## src/rtl/ddur_pkg.sv

```systemverilog
`timescale 1ns / 1ps
// Shared constants, codes and helper functions for the distance display unit rounder.
// No dependencies; compile first.
package ddur_pkg;

  localparam int DIST_W     = 32;
  localparam int WHOLE_W    = 23;
  localparam int TENTHS_W   = 4;
  localparam int UNIT_W     = 3;
  localparam int CFG_IDX_W  = 1;
  localparam int CFG_DATA_W = 2;

  // configuration register indexes
  localparam logic [CFG_IDX_W-1:0] CFG_UNIT_SYSTEM  = 1'd0;
  localparam logic [CFG_IDX_W-1:0] CFG_ROUND_ENABLE = 1'd1;

  // unit_system codes (the unused code behaves as metric)
  localparam logic [1:0] US_METRIC = 2'd0;
  localparam logic [1:0] US_YARDS  = 2'd1;
  localparam logic [1:0] US_FEET   = 2'd2;

  // unit_code values
  localparam logic [UNIT_W-1:0] UNIT_M  = 3'd0;
  localparam logic [UNIT_W-1:0] UNIT_KM = 3'd1;
  localparam logic [UNIT_W-1:0] UNIT_YD = 3'd2;
  localparam logic [UNIT_W-1:0] UNIT_FT = 3'd3;
  localparam logic [UNIT_W-1:0] UNIT_MI = 3'd4;

  // display category picked from the distance and the unit system
  typedef logic [2:0] cat_t;
  localparam cat_t CAT_KM_WHOLE  = 3'd0;
  localparam cat_t CAT_KM_TENTHS = 3'd1;
  localparam cat_t CAT_METERS    = 3'd2;
  localparam cat_t CAT_MI_WHOLE  = 3'd3;
  localparam cat_t CAT_MI_TENTHS = 3'd4;
  localparam cat_t CAT_YARDS     = 3'd5;
  localparam cat_t CAT_FEET      = 3'd6;

  // rounding base codes
  typedef logic [2:0] rbase_t;
  localparam rbase_t RB_NONE = 3'd0;
  localparam rbase_t RB_5    = 3'd1;
  localparam rbase_t RB_10   = 3'd2;
  localparam rbase_t RB_25   = 3'd3;
  localparam rbase_t RB_50   = 3'd4;

  // category thresholds on the distance in meters
  localparam logic [DIST_W-1:0] KM_WHOLE_ABOVE  = 32'd10000;
  localparam logic [DIST_W-1:0] KM_TENTHS_ABOVE = 32'd1000;
  localparam logic [DIST_W-1:0] MI_WHOLE_MIN    = 32'd16094; // more than 10 mi
  localparam logic [DIST_W-1:0] MI_YD_MIN       = 32'd805;   // more than 0.5 mi
  localparam logic [DIST_W-1:0] MI_FT_MIN       = 32'd242;   // more than 0.15 mi

  // reciprocals floor(2^s / divisor); the quotient estimate is short by at most one
  localparam logic [23:0] R_KM   = 24'd8589934; // /125,    s = 30
  localparam logic [8:0]  R_HM   = 9'd327;      // /100,    s = 15
  localparam logic [21:0] R_MIW  = 22'd2732819; // /12573,  s = 35
  localparam logic [7:0]  R_MIT  = 8'd166;      // /201168, s = 25
  localparam logic [10:0] R_YD   = 11'd1834;    // /1143,   s = 21
  localparam logic [10:0] R_FT   = 11'd1376;    // /381,    s = 19

  // exact ceil(2^20 / base) multipliers for values below 4096
  function automatic logic [17:0] rb_magic(input rbase_t rb);
    case (rb)
      RB_5:    rb_magic = 18'd209716;
      RB_10:   rb_magic = 18'd104858;
      RB_25:   rb_magic = 18'd41944;
      RB_50:   rb_magic = 18'd20972;
      default: rb_magic = 18'd0;
    endcase
  endfunction

  function automatic logic [4:0] rb_half(input rbase_t rb);
    case (rb)
      RB_5:    rb_half = 5'd2;
      RB_10:   rb_half = 5'd5;
      RB_25:   rb_half = 5'd12;
      RB_50:   rb_half = 5'd25;
      default: rb_half = 5'd0;
    endcase
  endfunction

  function automatic logic [5:0] rb_base(input rbase_t rb);
    case (rb)
      RB_5:    rb_base = 6'd5;
      RB_10:   rb_base = 6'd10;
      RB_25:   rb_base = 6'd25;
      RB_50:   rb_base = 6'd50;
      default: rb_base = 6'd1;
    endcase
  endfunction

endpackage

```

## src/rtl/ddur_if.sv

```systemverilog
`timescale 1ns / 1ps
// Valid/ready channel interfaces for the distance display unit rounder.
// Depends on ddur_pkg for field widths.
interface ddur_in_if;
  logic                         valid;
  logic                         ready;
  logic [ddur_pkg::DIST_W-1:0]  distance_m;
  logic                         is_altitude;

  modport source(output valid, distance_m, is_altitude, input ready);
  modport sink(input valid, distance_m, is_altitude, output ready);
endinterface

interface ddur_out_if;
  logic                           valid;
  logic                           ready;
  logic [ddur_pkg::WHOLE_W-1:0]   whole_value;
  logic [ddur_pkg::TENTHS_W-1:0]  tenths_digit;
  logic                           has_tenths;
  logic [ddur_pkg::UNIT_W-1:0]    unit_code;

  modport source(output valid, whole_value, tenths_digit, has_tenths, unit_code, input ready);
  modport sink(input valid, whole_value, tenths_digit, has_tenths, unit_code, output ready);
endinterface

```

## src/rtl/distance_display_unit_rounder.sv

```systemverilog
`timescale 1ns / 1ps
// Top level of the distance display unit rounder: five-register pipeline.
// Depends on ddur_pkg and the channel interfaces in ddur_if.sv.

// Converts a distance in whole meters into a display value (whole part, optional
// tenths digit, unit code) in metric, yards or feet mode. One beat is accepted
// every cycle while the pipeline is not stalled; each beat passes in order through an
// input register of scaled numerators, a reciprocal-multiply stage, a correction
// stage, a rounding stage and the output register. Each stage has its own valid
// bit, so a stalled output only holds the beats behind it while bubbles are still
// squeezed out. Write the configuration only while no beat is in flight.
module distance_display_unit_rounder (
  input  logic                              clk,
  input  logic                              rst_n,
  input  logic                              cfg_we,
  input  logic [ddur_pkg::CFG_IDX_W-1:0]    cfg_index,
  input  logic [ddur_pkg::CFG_DATA_W-1:0]   cfg_data,
  ddur_in_if.sink                           in_ch,
  ddur_out_if.source                        out_ch
);

  typedef struct packed {
    ddur_pkg::cat_t cat;
    logic [9:0]     m;
    logic [29:0]    n1;   // (d + 500) / 8
    logic [14:0]    n2;   // d + 50
    logic [34:0]    n3;   // (125 d + 100584) / 16
    logic [24:0]    n4;   // 1250 d + 100584
    logic [20:0]    n5;   // 1250 d
    logic [18:0]    n6;   // 1250 d
  } st1_t;

  typedef struct packed {
    ddur_pkg::cat_t cat;
    logic [9:0]     m;
    logic [29:0]    n1;
    logic [14:0]    n2;
    logic [34:0]    n3;
    logic [24:0]    n4;
    logic [20:0]    n5;
    logic [18:0]    n6;
    logic [53:0]    p1;
    logic [23:0]    p2;
    logic [39:0]    p3h;
    logic [38:0]    p3l;
    logic [32:0]    p4;
    logic [31:0]    p5;
    logic [29:0]    p6;
  } st2_t;

  typedef struct packed {
    ddur_pkg::cat_t cat;
    logic [9:0]     m;
    logic [22:0]    q1;
    logic [7:0]     q2;
    logic [21:0]    qe3;
    logic [34:0]    n3;
    logic [7:0]     q4;
    logic [10:0]    q5;
    logic [10:0]    q6;
  } st3_t;

  typedef struct packed {
    ddur_pkg::cat_t   cat;
    logic [22:0]      q1;
    logic [21:0]      q3;
    logic [10:0]      x;
    ddur_pkg::rbase_t rb;
    logic [9:0]       qb;
    logic [7:0]       v;
    logic [4:0]       w10;
  } st4_t;

  // configuration
  logic [1:0] us_r;
  logic       rnd_r;

  // pipeline
  logic v1_r, v2_r, v3_r, v4_r, vo_r;
  logic en1, en2, en3, en4, en_out;
  st1_t s1_r, s1_nxt;
  st2_t s2_r, s2_nxt;
  st3_t s3_r, s3_nxt;
  st4_t s4_r, s4_nxt;

  logic [ddur_pkg::WHOLE_W-1:0]  whole_r, whole_nxt;
  logic [ddur_pkg::TENTHS_W-1:0] tenths_r, tenths_nxt;
  logic                          has_r, has_nxt;
  logic [ddur_pkg::UNIT_W-1:0]   unit_r, unit_nxt;

  // stage 1 helpers
  logic [31:0] d;
  logic        feet_rules;
  logic        imperial;
  logic [32:0] sum1;
  logic [38:0] t125;
  logic [38:0] n3full;
  logic [24:0] d14;
  logic [20:0] d10;
  logic [18:0] d8;

  // stage 3 helpers
  logic [22:0] qe1;
  logic [29:0] rem1;
  logic [7:0]  qe2;
  logic [14:0] rem2;
  logic [56:0] prod3;
  logic [7:0]  qe4;
  logic [24:0] rem4;
  logic [10:0] qe5;
  logic [20:0] rem5;
  logic [10:0] qe6;
  logic [18:0] rem6;

  // stage 4 helpers
  logic [34:0] rem3;
  logic [10:0] xsel;
  logic [11:0] xh;
  logic [29:0] qbprod;
  logic [7:0]  vsel;
  logic [15:0] w10prod;

  // output helpers
  logic [15:0] rounded;
  logic [7:0]  tdig;

  // ---------------------------------------------------------------- config
  always_ff @(posedge clk) begin
    if (!rst_n) begin
      us_r  <= ddur_pkg::US_METRIC;
      rnd_r <= 1'b1;
    end else if (cfg_we) begin
      case (cfg_index)
        ddur_pkg::CFG_UNIT_SYSTEM:  us_r  <= cfg_data;
        ddur_pkg::CFG_ROUND_ENABLE: rnd_r <= cfg_data[0];
        default: ;
      endcase
    end
  end

  // ---------------------------------------------------------------- flow control
  assign en_out      = !vo_r || out_ch.ready;
  assign en4         = !v4_r || en_out;
  assign en3         = !v3_r || en4;
  assign en2         = !v2_r || en3;
  assign en1         = !v1_r || en2;
  assign in_ch.ready = en1;

  always_ff @(posedge clk) begin
    if (!rst_n) begin
      v1_r <= 1'b0;
      v2_r <= 1'b0;
      v3_r <= 1'b0;
      v4_r <= 1'b0;
      vo_r <= 1'b0;
    end else begin
      if (en1)    v1_r <= in_ch.valid;
      if (en2)    v2_r <= v1_r;
      if (en3)    v3_r <= v2_r;
      if (en4)    v4_r <= v3_r;
      if (en_out) vo_r <= v4_r;
    end
  end

  // ---------------------------------------------------------------- stage 1
  always_comb begin
    d          = in_ch.distance_m;
    imperial   = us_r inside {ddur_pkg::US_YARDS, ddur_pkg::US_FEET};
    // altitude in yards mode follows the feet rules
    feet_rules = (us_r == ddur_pkg::US_FEET) ||
                 ((us_r == ddur_pkg::US_YARDS) && in_ch.is_altitude);

    if (!imperial) begin
      if (d > ddur_pkg::KM_WHOLE_ABOVE)       s1_nxt.cat = ddur_pkg::CAT_KM_WHOLE;
      else if (d > ddur_pkg::KM_TENTHS_ABOVE) s1_nxt.cat = ddur_pkg::CAT_KM_TENTHS;
      else                                    s1_nxt.cat = ddur_pkg::CAT_METERS;
    end else if (d >= ddur_pkg::MI_WHOLE_MIN) begin
      s1_nxt.cat = ddur_pkg::CAT_MI_WHOLE;
    end else if (feet_rules) begin
      s1_nxt.cat = (d >= ddur_pkg::MI_FT_MIN) ? ddur_pkg::CAT_MI_TENTHS : ddur_pkg::CAT_FEET;
    end else begin
      s1_nxt.cat = (d >= ddur_pkg::MI_YD_MIN) ? ddur_pkg::CAT_MI_TENTHS : ddur_pkg::CAT_YARDS;
    end

    s1_nxt.m  = d[9:0];
    sum1      = {1'b0, d} + 33'd500;
    s1_nxt.n1 = sum1[32:3];
    s1_nxt.n2 = {1'b0, d[13:0]} + 15'd50;

    // 125 = 128 - 2 - 1, 1250 = 1024 + 256 - 32 + 2
    t125      = ({7'd0, d} << 7) - ({7'd0, d} << 1) - {7'd0, d};
    n3full    = t125 + 39'd100584;
    s1_nxt.n3 = n3full[38:4];

    d14       = {11'd0, d[13:0]};
    s1_nxt.n4 = (d14 << 10) + (d14 << 8) - (d14 << 5) + (d14 << 1) + 25'd100584;
    d10       = {11'd0, d[9:0]};
    s1_nxt.n5 = (d10 << 10) + (d10 << 8) - (d10 << 5) + (d10 << 1);
    d8        = {11'd0, d[7:0]};
    s1_nxt.n6 = (d8 << 10) + (d8 << 8) - (d8 << 5) + (d8 << 1);
  end

  // ---------------------------------------------------------------- stage 2
  always_comb begin
    s2_nxt.cat = s1_r.cat;
    s2_nxt.m   = s1_r.m;
    s2_nxt.n1  = s1_r.n1;
    s2_nxt.n2  = s1_r.n2;
    s2_nxt.n3  = s1_r.n3;
    s2_nxt.n4  = s1_r.n4;
    s2_nxt.n5  = s1_r.n5;
    s2_nxt.n6  = s1_r.n6;
    s2_nxt.p1  = 54'(s1_r.n1) * 54'(ddur_pkg::R_KM);
    s2_nxt.p2  = 24'(s1_r.n2) * 24'(ddur_pkg::R_HM);
    // wide numerator: split into two partial products, summed next stage
    s2_nxt.p3h = 40'(s1_r.n3[34:17]) * 40'(ddur_pkg::R_MIW);
    s2_nxt.p3l = 39'(s1_r.n3[16:0]) * 39'(ddur_pkg::R_MIW);
    s2_nxt.p4  = 33'(s1_r.n4) * 33'(ddur_pkg::R_MIT);
    s2_nxt.p5  = 32'(s1_r.n5) * 32'(ddur_pkg::R_YD);
    s2_nxt.p6  = 30'(s1_r.n6) * 30'(ddur_pkg::R_FT);
  end

  // ---------------------------------------------------------------- stage 3
  always_comb begin
    // each estimate is the true quotient or one below it
    qe1  = s2_r.p1[52:30];
    rem1 = s2_r.n1 - (30'(qe1) * 30'd125);
    qe2  = s2_r.p2[22:15];
    rem2 = s2_r.n2 - (15'(qe2) * 15'd100);
    qe4  = s2_r.p4[32:25];
    rem4 = s2_r.n4 - (25'(qe4) * 25'd201168);
    qe5  = s2_r.p5[31:21];
    rem5 = s2_r.n5 - (21'(qe5) * 21'd1143);
    qe6  = s2_r.p6[29:19];
    rem6 = s2_r.n6 - (19'(qe6) * 19'd381);
    prod3 = {s2_r.p3h, 17'd0} + {18'd0, s2_r.p3l};

    s3_nxt.cat = s2_r.cat;
    s3_nxt.m   = s2_r.m;
    s3_nxt.q1  = qe1 + {22'd0, (rem1 >= 30'd125)};
    s3_nxt.q2  = qe2 + {7'd0, (rem2 >= 15'd100)};
    s3_nxt.qe3 = prod3[56:35];
    s3_nxt.n3  = s2_r.n3;
    s3_nxt.q4  = qe4 + {7'd0, (rem4 >= 25'd201168)};
    s3_nxt.q5  = qe5 + {10'd0, (rem5 >= 21'd1143)};
    s3_nxt.q6  = qe6 + {10'd0, (rem6 >= 19'd381)};
  end

  // ---------------------------------------------------------------- stage 4
  always_comb begin
    rem3 = s3_r.n3 - (35'(s3_r.qe3) * 35'd12573);

    case (s3_r.cat)
      ddur_pkg::CAT_METERS: xsel = {1'b0, s3_r.m};
      ddur_pkg::CAT_YARDS:  xsel = s3_r.q5;
      default:              xsel = s3_r.q6;
    endcase

    s4_nxt.rb = ddur_pkg::RB_NONE;
    if (rnd_r) begin
      case (s3_r.cat)
        ddur_pkg::CAT_METERS, ddur_pkg::CAT_YARDS: begin
          if (xsel < 11'd50)       s4_nxt.rb = ddur_pkg::RB_NONE;
          else if (xsel < 11'd200) s4_nxt.rb = ddur_pkg::RB_5;
          else                     s4_nxt.rb = ddur_pkg::RB_10;
        end
        ddur_pkg::CAT_FEET: begin
          if (xsel < 11'd100)      s4_nxt.rb = ddur_pkg::RB_NONE;
          else if (xsel < 11'd200) s4_nxt.rb = ddur_pkg::RB_5;
          else if (xsel < 11'd400) s4_nxt.rb = ddur_pkg::RB_10;
          else if (xsel < 11'd600) s4_nxt.rb = ddur_pkg::RB_25;
          else                     s4_nxt.rb = ddur_pkg::RB_50;
        end
        default: s4_nxt.rb = ddur_pkg::RB_NONE;
      endcase
    end

    xh     = {1'b0, xsel} + {7'd0, ddur_pkg::rb_half(s4_nxt.rb)};
    qbprod = 30'(xh) * 30'(ddur_pkg::rb_magic(s4_nxt.rb));

    // tenths source: hundreds of meters or tenths of a mile
    vsel    = (s3_r.cat == ddur_pkg::CAT_KM_TENTHS) ? s3_r.q2 : s3_r.q4;
    w10prod = 16'(vsel) * 16'd205;  // exact divide by ten below 1029

    s4_nxt.cat = s3_r.cat;
    s4_nxt.q1  = s3_r.q1;
    s4_nxt.q3  = s3_r.qe3 + {21'd0, (rem3 >= 35'd12573)};
    s4_nxt.x   = xsel;
    s4_nxt.qb  = qbprod[29:20];
    s4_nxt.v   = vsel;
    s4_nxt.w10 = w10prod[15:11];
  end

  // ---------------------------------------------------------------- output stage
  always_comb begin
    if (s4_r.rb == ddur_pkg::RB_NONE) rounded = {5'd0, s4_r.x};
    else rounded = 16'(s4_r.qb) * 16'(ddur_pkg::rb_base(s4_r.rb));
    tdig = s4_r.v - (8'(s4_r.w10) * 8'd10);

    whole_nxt  = {7'd0, rounded};
    tenths_nxt = '0;
    has_nxt    = 1'b0;
    unit_nxt   = ddur_pkg::UNIT_M;
    case (s4_r.cat)
      ddur_pkg::CAT_KM_WHOLE: begin
        whole_nxt = s4_r.q1;
        unit_nxt  = ddur_pkg::UNIT_KM;
      end
      ddur_pkg::CAT_KM_TENTHS: begin
        whole_nxt  = {18'd0, s4_r.w10};
        tenths_nxt = tdig[3:0];
        has_nxt    = 1'b1;
        unit_nxt   = ddur_pkg::UNIT_KM;
      end
      ddur_pkg::CAT_MI_WHOLE: begin
        whole_nxt = {1'b0, s4_r.q3};
        unit_nxt  = ddur_pkg::UNIT_MI;
      end
      ddur_pkg::CAT_MI_TENTHS: begin
        whole_nxt  = {18'd0, s4_r.w10};
        tenths_nxt = tdig[3:0];
        has_nxt    = 1'b1;
        unit_nxt   = ddur_pkg::UNIT_MI;
      end
      ddur_pkg::CAT_YARDS: unit_nxt = ddur_pkg::UNIT_YD;
      ddur_pkg::CAT_FEET:  unit_nxt = ddur_pkg::UNIT_FT;
      default:             unit_nxt = ddur_pkg::UNIT_M;
    endcase
  end

  // ---------------------------------------------------------------- payload registers
  always_ff @(posedge clk) begin
    if (en1 && in_ch.valid) s1_r <= s1_nxt;
    if (en2 && v1_r)        s2_r <= s2_nxt;
    if (en3 && v2_r)        s3_r <= s3_nxt;
    if (en4 && v3_r)        s4_r <= s4_nxt;
    if (en_out && v4_r) begin
      whole_r  <= whole_nxt;
      tenths_r <= tenths_nxt;
      has_r    <= has_nxt;
      unit_r   <= unit_nxt;
    end
  end

  assign out_ch.valid        = vo_r;
  assign out_ch.whole_value  = whole_r;
  assign out_ch.tenths_digit = tenths_r;
  assign out_ch.has_tenths   = has_r;
  assign out_ch.unit_code    = unit_r;

endmodule
```

## src/flat_wrapper.sv

```systemverilog
// flat-port wrapper written by rule: the top's interface ports become plain ports
module distance_display_unit_rounder_flat 
  (clk, rst_n, cfg_we, cfg_index, cfg_data, in_ch_valid, in_ch_distance_m, in_ch_is_altitude, in_ch_ready, out_ch_valid, out_ch_whole_value, out_ch_tenths_digit, out_ch_has_tenths, out_ch_unit_code, out_ch_ready);
  ddur_in_if in_ch_i ();
  ddur_out_if out_ch_i ();
  input  logic clk;
  input  logic rst_n;
  input  logic cfg_we;
  input  logic [ddur_pkg::CFG_IDX_W-1:0] cfg_index;
  input  logic [ddur_pkg::CFG_DATA_W-1:0] cfg_data;
  input wire logic [$bits(in_ch_i.valid)-1:0] in_ch_valid;
  input wire logic [$bits(in_ch_i.distance_m)-1:0] in_ch_distance_m;
  input wire logic [$bits(in_ch_i.is_altitude)-1:0] in_ch_is_altitude;
  output wire logic [$bits(in_ch_i.ready)-1:0] in_ch_ready;
  output wire logic [$bits(out_ch_i.valid)-1:0] out_ch_valid;
  output wire logic [$bits(out_ch_i.whole_value)-1:0] out_ch_whole_value;
  output wire logic [$bits(out_ch_i.tenths_digit)-1:0] out_ch_tenths_digit;
  output wire logic [$bits(out_ch_i.has_tenths)-1:0] out_ch_has_tenths;
  output wire logic [$bits(out_ch_i.unit_code)-1:0] out_ch_unit_code;
  input wire logic [$bits(out_ch_i.ready)-1:0] out_ch_ready;
  assign in_ch_i.valid = in_ch_valid;
  assign in_ch_i.distance_m = in_ch_distance_m;
  assign in_ch_i.is_altitude = in_ch_is_altitude;
  assign in_ch_ready = in_ch_i.ready;
  assign out_ch_valid = out_ch_i.valid;
  assign out_ch_whole_value = out_ch_i.whole_value;
  assign out_ch_tenths_digit = out_ch_i.tenths_digit;
  assign out_ch_has_tenths = out_ch_i.has_tenths;
  assign out_ch_unit_code = out_ch_i.unit_code;
  assign out_ch_i.ready = out_ch_ready;
  distance_display_unit_rounder u_core (.clk(clk), .rst_n(rst_n), .cfg_we(cfg_we), .cfg_index(cfg_index), .cfg_data(cfg_data), .in_ch(in_ch_i), .out_ch(out_ch_i));
endmodule
```

## config.mk

```make
export PLATFORM = sky130hd
export DESIGN_NAME = distance_display_unit_rounder_flat
export DESIGN_NICKNAME = d
export VERILOG_FILES = /design/src/rtl/ddur_pkg.sv /design/src/rtl/ddur_if.sv /design/src/rtl/distance_display_unit_rounder.sv /design/src/flat_wrapper.sv
export SDC_FILE = /design/constraint.sdc
export NUM_CORES = 2
export LEC_CHECK = 0
export ABC_AREA = 1
export BUFFER_PORTS_ARGS = -buffer_cell sky130_fd_sc_hd__clkbuf_2
export CAP_MARGIN = 20
export CORE_UTILIZATION = 60
export DETAILED_ROUTE_END_ITERATION = 6
export GPL_TIMING_DRIVEN = 0
export PLACE_DENSITY = 0.79
export RECOVER_POWER = 50
export REMOVE_ABC_BUFFERS = 1
export SLEW_MARGIN = 20
export SYNTH_ARGS = -nofsm -noshare
export SYNTH_HDL_FRONTEND = slang
export SYNTH_SLANG_ARGS = --single-unit
```

## constraint.sdc

```tcl
create_clock -name clk -period 13.5 [get_ports clk]
set_input_delay 2.025 -clock clk [delete_from_list [all_inputs] [get_ports clk]]
set_output_delay 2.025 -clock clk [all_outputs]
set_load 0.05 [all_outputs]
```

-- Word-level counts from Yosys, hierarchy flattened
Index checks and enable logic that the tools add are counted.
- bits in registers: 809
- equal/unequal tests: 19
- order comparisons: 16
- bitwise logic cells: 1
- reduce and logical (&&, ||, !) cells: 26
- multiplexer cells: 25
- multiply operators: 17
- add/subtract/negate cells: 30
- operator list (kind ; count):
    $pmux 18 s4 ; 1
    $pmux 23 s3 ; 1
    $add 57x39->57 ; 1
    $mul 30x23->52 const B ; 1
    $mul 18x22->40 const B ; 1
    $add 39x17->39 const B ; 1
    $mul 17x22->39 const B ; 1
    $sub 39x32->39 ; 1
    $sub 39x33->39 ; 1
    $ge 35x14->1 const B ; 1
    $mul 22x14->35 const B ; 1
    $sub 35x35->35 ; 1
    $add 32x9->33 const B ; 1
    $ge 32x10->1 const B ; 1
    $ge 32x14->1 const B ; 1
    $ge 32x8->1 const B ; 1
    $gt 32x10->1 const B ; 1
    $gt 32x14->1 const B ; 1
    $mul 25x7->32 const B ; 1
    $mul 21x10->31 const B ; 1
    $ge 30x7->1 const B ; 1
    $mul 12x18->30 ; 1
    $mul 23x7->30 const B ; 1
    $mux 3 ; 10
    other kinds (63) ; 101

-- Logic depth before layout (Yosys ltp)
- depth after elaboration: 13
- mapped depth: 49
- mapped depth without buffers: 48

-- Least setup slack after synthesis
OpenSTA, ideal clock, no wires.
- path type: in2reg
- start: input out_ch_ready
- end: register u_core.s2_r (netlist bit u_core.qe1[0]), enable pin
- required time: 12.592 ns
- stages: 8
- data arrival time: 13.595 ns
- setup slack: -1.003 ns
- path buffers: 0
- cells stage by stage: nor2_1 inv_1 nor2_1 inv_1 nor2_1 inv_1 nor2_1 nor2_1
- longest elaborated chain between the ends: 5
- ends and longest elaborated chain (item ; line ; source):
    start, declared ; flat_wrapper.sv:20 ; input wire logic [$bits(out_ch_i.ready)-1:0] out_ch_ready;
    $logic_or 1x1->1 ; distance_display_unit_rounder.sv:142 ; assign en_out = !vo_r || out_ch.ready;
    $logic_or 1x1->1 ; distance_display_unit_rounder.sv:143 ; assign en4 = !v4_r || en_out;
    $logic_or 1x1->1 ; distance_display_unit_rounder.sv:144 ; assign en3 = !v3_r || en4;
    $logic_or 1x1->1 ; distance_display_unit_rounder.sv:145 ; assign en2 = !v2_r || en3;
    $logic_and 1x1->1 ; distance_display_unit_rounder.sv:334 ; if (en2 && v1_r) s2_r <= s2_nxt;
    end signal, assigned ; distance_display_unit_rounder.sv:334 ;
    end, declared ; distance_display_unit_rounder.sv:82 ; st2_t s2_r, s2_nxt;
Every way passes these cells.
A chain may end at the register's enable or synchronous reset.

-- Worst setup path in the final report
- start: register u_core.s3_r[130] (netlist bit)
- end: register u_core.s4_r[21] (netlist bit), data pin
- longest elaborated chain between the ends: 13
- elaborated cells on any way between the ends: 26
- ends and longest elaborated chain (item ; line ; source):
    start, declared ; distance_display_unit_rounder.sv:83 ; st3_t s3_r, s3_nxt;
    start signal, assigned ; distance_display_unit_rounder.sv:335 ; if (en3 && v2_r) s3_r <= s3_nxt;
    $eq 3x3->1 / $eq 3x2->1 (equally long branches) ; distance_display_unit_rounder.sv:253, distance_display_unit_rounder.sv:261 ;
    $pmux 11 s2 ; distance_display_unit_rounder.sv:253 ; case (s3_r.cat)
    $lt 11x10->1 ; distance_display_unit_rounder.sv:271 ; else if (xsel < 11'd600) s4_nxt.rb = ddur_pkg::RB_25;
    $mux 3 ; distance_display_unit_rounder.sv:271 ;
    $mux 3 ; distance_display_unit_rounder.sv:270 ; else if (xsel < 11'd400) s4_nxt.rb = ddur_pkg::RB_10;
    $mux 3 ; distance_display_unit_rounder.sv:269 ; else if (xsel < 11'd200) s4_nxt.rb = ddur_pkg::RB_5;
    $mux 3 ; distance_display_unit_rounder.sv:268 ; if (xsel < 11'd100) s4_nxt.rb = ddur_pkg::RB_NONE;
    $pmux 3 s2 ; distance_display_unit_rounder.sv:261 ; case (s3_r.cat)
    $mux 3 ; distance_display_unit_rounder.sv:260 ; if (rnd_r) begin
    $eq 3x3->1, or another cell as far along ; ddur_pkg.sv:64, ddur_pkg.sv:74 ;
    $pmux 5 s4 ; ddur_pkg.sv:74 ; case (rb)
    $add 11x5->12 ; distance_display_unit_rounder.sv:278 ; xh = {1'b0, xsel} + {7'd0, ddur_pkg::rb_half(s4_nxt.rb)};
    $mul 12x18->30 (*) ; distance_display_unit_rounder.sv:279 ; qbprod = 30'(xh) * 30'(ddur_pkg::rb_magic(s4_nxt.rb));
    named net u_core.qbprod[28] ; distance_display_unit_rounder.sv:119 ; logic [29:0] qbprod;
    end signal, assigned ; distance_display_unit_rounder.sv:336 ; if (en4 && v3_r) s4_r <= s4_nxt;
    end, declared ; distance_display_unit_rounder.sv:84 ; st4_t s4_r, s4_nxt;
Mark *: on every way through the listed nets, which the timed path passes. The rest lies on a longest branch.

==> results.yml <==
timing:
  final.setup.worst_slack_ns: 2.24
  fmax_mhz: 88.8
  finalCriticalPeriod_ns: 11.26
  finalSetupViolCount: 0
  slew_headroom_pct: -237
  drv_slew: 370
  hold_viol: 0
  worst_slew_pin_slew_ns: 5.06
  timing.hold.ws_ns: 0.398
  skew_ns: 0.0666
  rsz0062_at_grt: "no"
  finalCritPeriodShare_pct: 83.4
clocking:
  clk_pin_slew_ns: 0.06
  root_buffer: "clkbuf_16"
  clk-insertion-delay-late_ns: 0.74
  post_cts_buffers: 0
  cts_inserted_buffers: 80
  holdBufCountCts: 0
  htree_levels: 3
  clkSinkCount: 667
  cts_tree: "yes"
  clock_path_buffers: 3
  ctsResizeCount: 0
synthesis:
  synth_common_cells: "inv_1, ha_1, fa_1"
  yosysTopAreaCellShare_pct: 24.9
  yosysMostFrequentCell: "inv_1"
  yosys_register_bits: 667
  netlist_instances: 10200
  seq_area_frac_synth_pct: 20.5
  synth_cell_types: 68
  synthFlopType: "edfxtp_1"
  avgSynthCellArea_um2: 9.55
  synth_area_leaders: "ha_1, fa_1, edfxtp_1, inv_1, nand2_1"
  synth_top_cell_by_area: "ha_1"
  async_reset_ff_share_pct: 0
  synth_edf_count: 659
  yosys_warnings: 0
  synth.cell_area_um2: 97500
setup_path:
  crit_top_cell: "nand2_1"
  cp.required_ns: 13.94
  start_kind: "flip-flop"
  endpoint_kind: "flip-flop"
  cp_slowest_cell: "edfxtp_1"
  crit_arrival_ns: 11.70
  critPathMaxFanout: 14
  max_stage_delay_ns: 0.84
  worst-setup-path-type: "flip-flop to flip-flop"
route:
  ant_nets: 0
  wire_per_inst_um: 18.8
  routed_wl_um: 238000
  vias: 69300
  drc: 0
  drt_iter0_drc: 4802
  viasPerCell: 5.50
  first_pass_iters: 7
outcome:
  status: "finished with violations"
  violations: "capacitance limit, slew limit"
final_layout:
  fillerInstances: 12800
  final_area_um2: 103000
  drive_gt1_share_pct: 2.43
  nets: 13500
  multi_input_area_um2: 67400
  seq_area_um2: 19900
  synthToLayoutAreaGrowth_pct: 6.12
floorplan:
  start_util_pct: 60.6
  fp.dieH_um: 405
  dieArea_um2: 164000
  num_rows: 147
  coreArea_um2: 161000
  die_x_um: 405
  ios: 74
global_routing:
  overflow: 0
  grt_first_pass_wirelength_um: 384000
  grt_antenna_before_repair: 22
  grt_max_degree: 79
  grtUsageTotal_pct: 30.0
  grt_pass1_vias: 73300
placement:
  dp_slack_ns: 3.05
  place_area_um2: 101000
  place_congestion: 0.962
  dp_hpwl_um: 199000
  port_buffers: 73
worst_hold_path:
  min_path_type: "flip-flop to flip-flop"
run:
  max_cap_viol_count: 10
## cells by family (layout without fill, tap and decap cells)
group                    after synthesis  in the layout  synth area share, %
AO/OA/AOI/OAI                       1113           1113                 6.46
XOR/XNOR                             485            485                 4.36
adder cells (fa/ha/maj)             3111           3111                 49.0
buffers and inverters               2691           2913                 10.4
flip-flops                           667            667                 20.5
multiplexers                           4              4               0.0462
other                                  2             21              0.00771
AND/OR/NAND/NOR                     2131           2131                 9.28
## cells in the final DEF (no fill, tap or decap), drive strengths merged, types with 74 or more instances in the layout
cell       n
inv     2675
ha      1936
fa      1175
nand2   1110
edfxtp   659
a21oi    569
nor2     515
xor2     355
nand3    282
o21ai    270
clkbuf   178
xnor2    130
nand4     84
nor3      74
## final timing paths
path	start	endpoint	slack, ns	cells after the start
worst max-delay path	u_core.s3_r[130]	u_core.s4_r[21]	2.24	42
worst min-delay path	u_core.s2_r[405]	u_core.s3_r[126]	0.40	0
worst max register to register	u_core.s3_r[130]	u_core.s4_r[21]	2.24	42
worst min register to register	u_core.s2_r[405]	u_core.s3_r[126]	0.40	0
## registers in the layout, summed over array words and instances, names as in the netlist, 2 cells and up
name	flops
u_core.s3_r	131
u_core.qe5	11
u_core.qe6	11
u_core.qe4	8
u_core.us_r	2
u_core.s2_r	207
u_core.qe1	23
u_core.s1_r	148
u_core.out_ch.unit_code	3
u_core.s4_r	81
u_core.out_ch.whole_value	23
u_core.qe2	8
u_core.out_ch.tenths_digit	4
## layout make-up
class / instances / area share, %
sequential: 667 / 19.3
clock inverter: 48 / 0.615
clock buffer: 96 / 2.01
antenna: 13 / 0.0315
inverter: 2674 / 9.71
multi-input combinational: 6852 / 65.2
timing repair buffer: 95 / 0.576
tap: 2160 / 2.61
## critical path: cells and delay by family, from the launching register on
kind	cells	cell delay [ns]
flip-flops	1	0.84
buffers and inverters	6	0.74
AND/OR/NAND/NOR	24	4.97
XOR/XNOR	1	0.11
adder cells (fa/ha/maj)	7	3.33
AO/OA/AOI/OAI	4	0.93
## stage by stage
stage                     TNS (ns)  instances  util [%]
final                            0      12600      64.3
after global routing             0      12600      64.3
after CTS                        0      12600      64.4
after detailed placement         0      12400      62.7
after global placement    -1671.57      12400      62.4
after floorplan            -268.81      10200         -
## routing by layer
layer / track usage, % / vias to the layer above / share of wire (%) / wire length, um
met5: 0 / - / 0.016 / 37
met4: 14.2 / 6 / 5.2 / 12300
met3: 3.68 / 499 / 5.5 / 13000
met2: 51.2 / 1953 / 49 / 115000
met1: 37.7 / 34000 / 41 / 97000
li1: - / 32800 / - / -
Power is left out: the tool's default activity adds up to more than one toggle a clock period on the data nets, which glitch-free logic cannot reach.
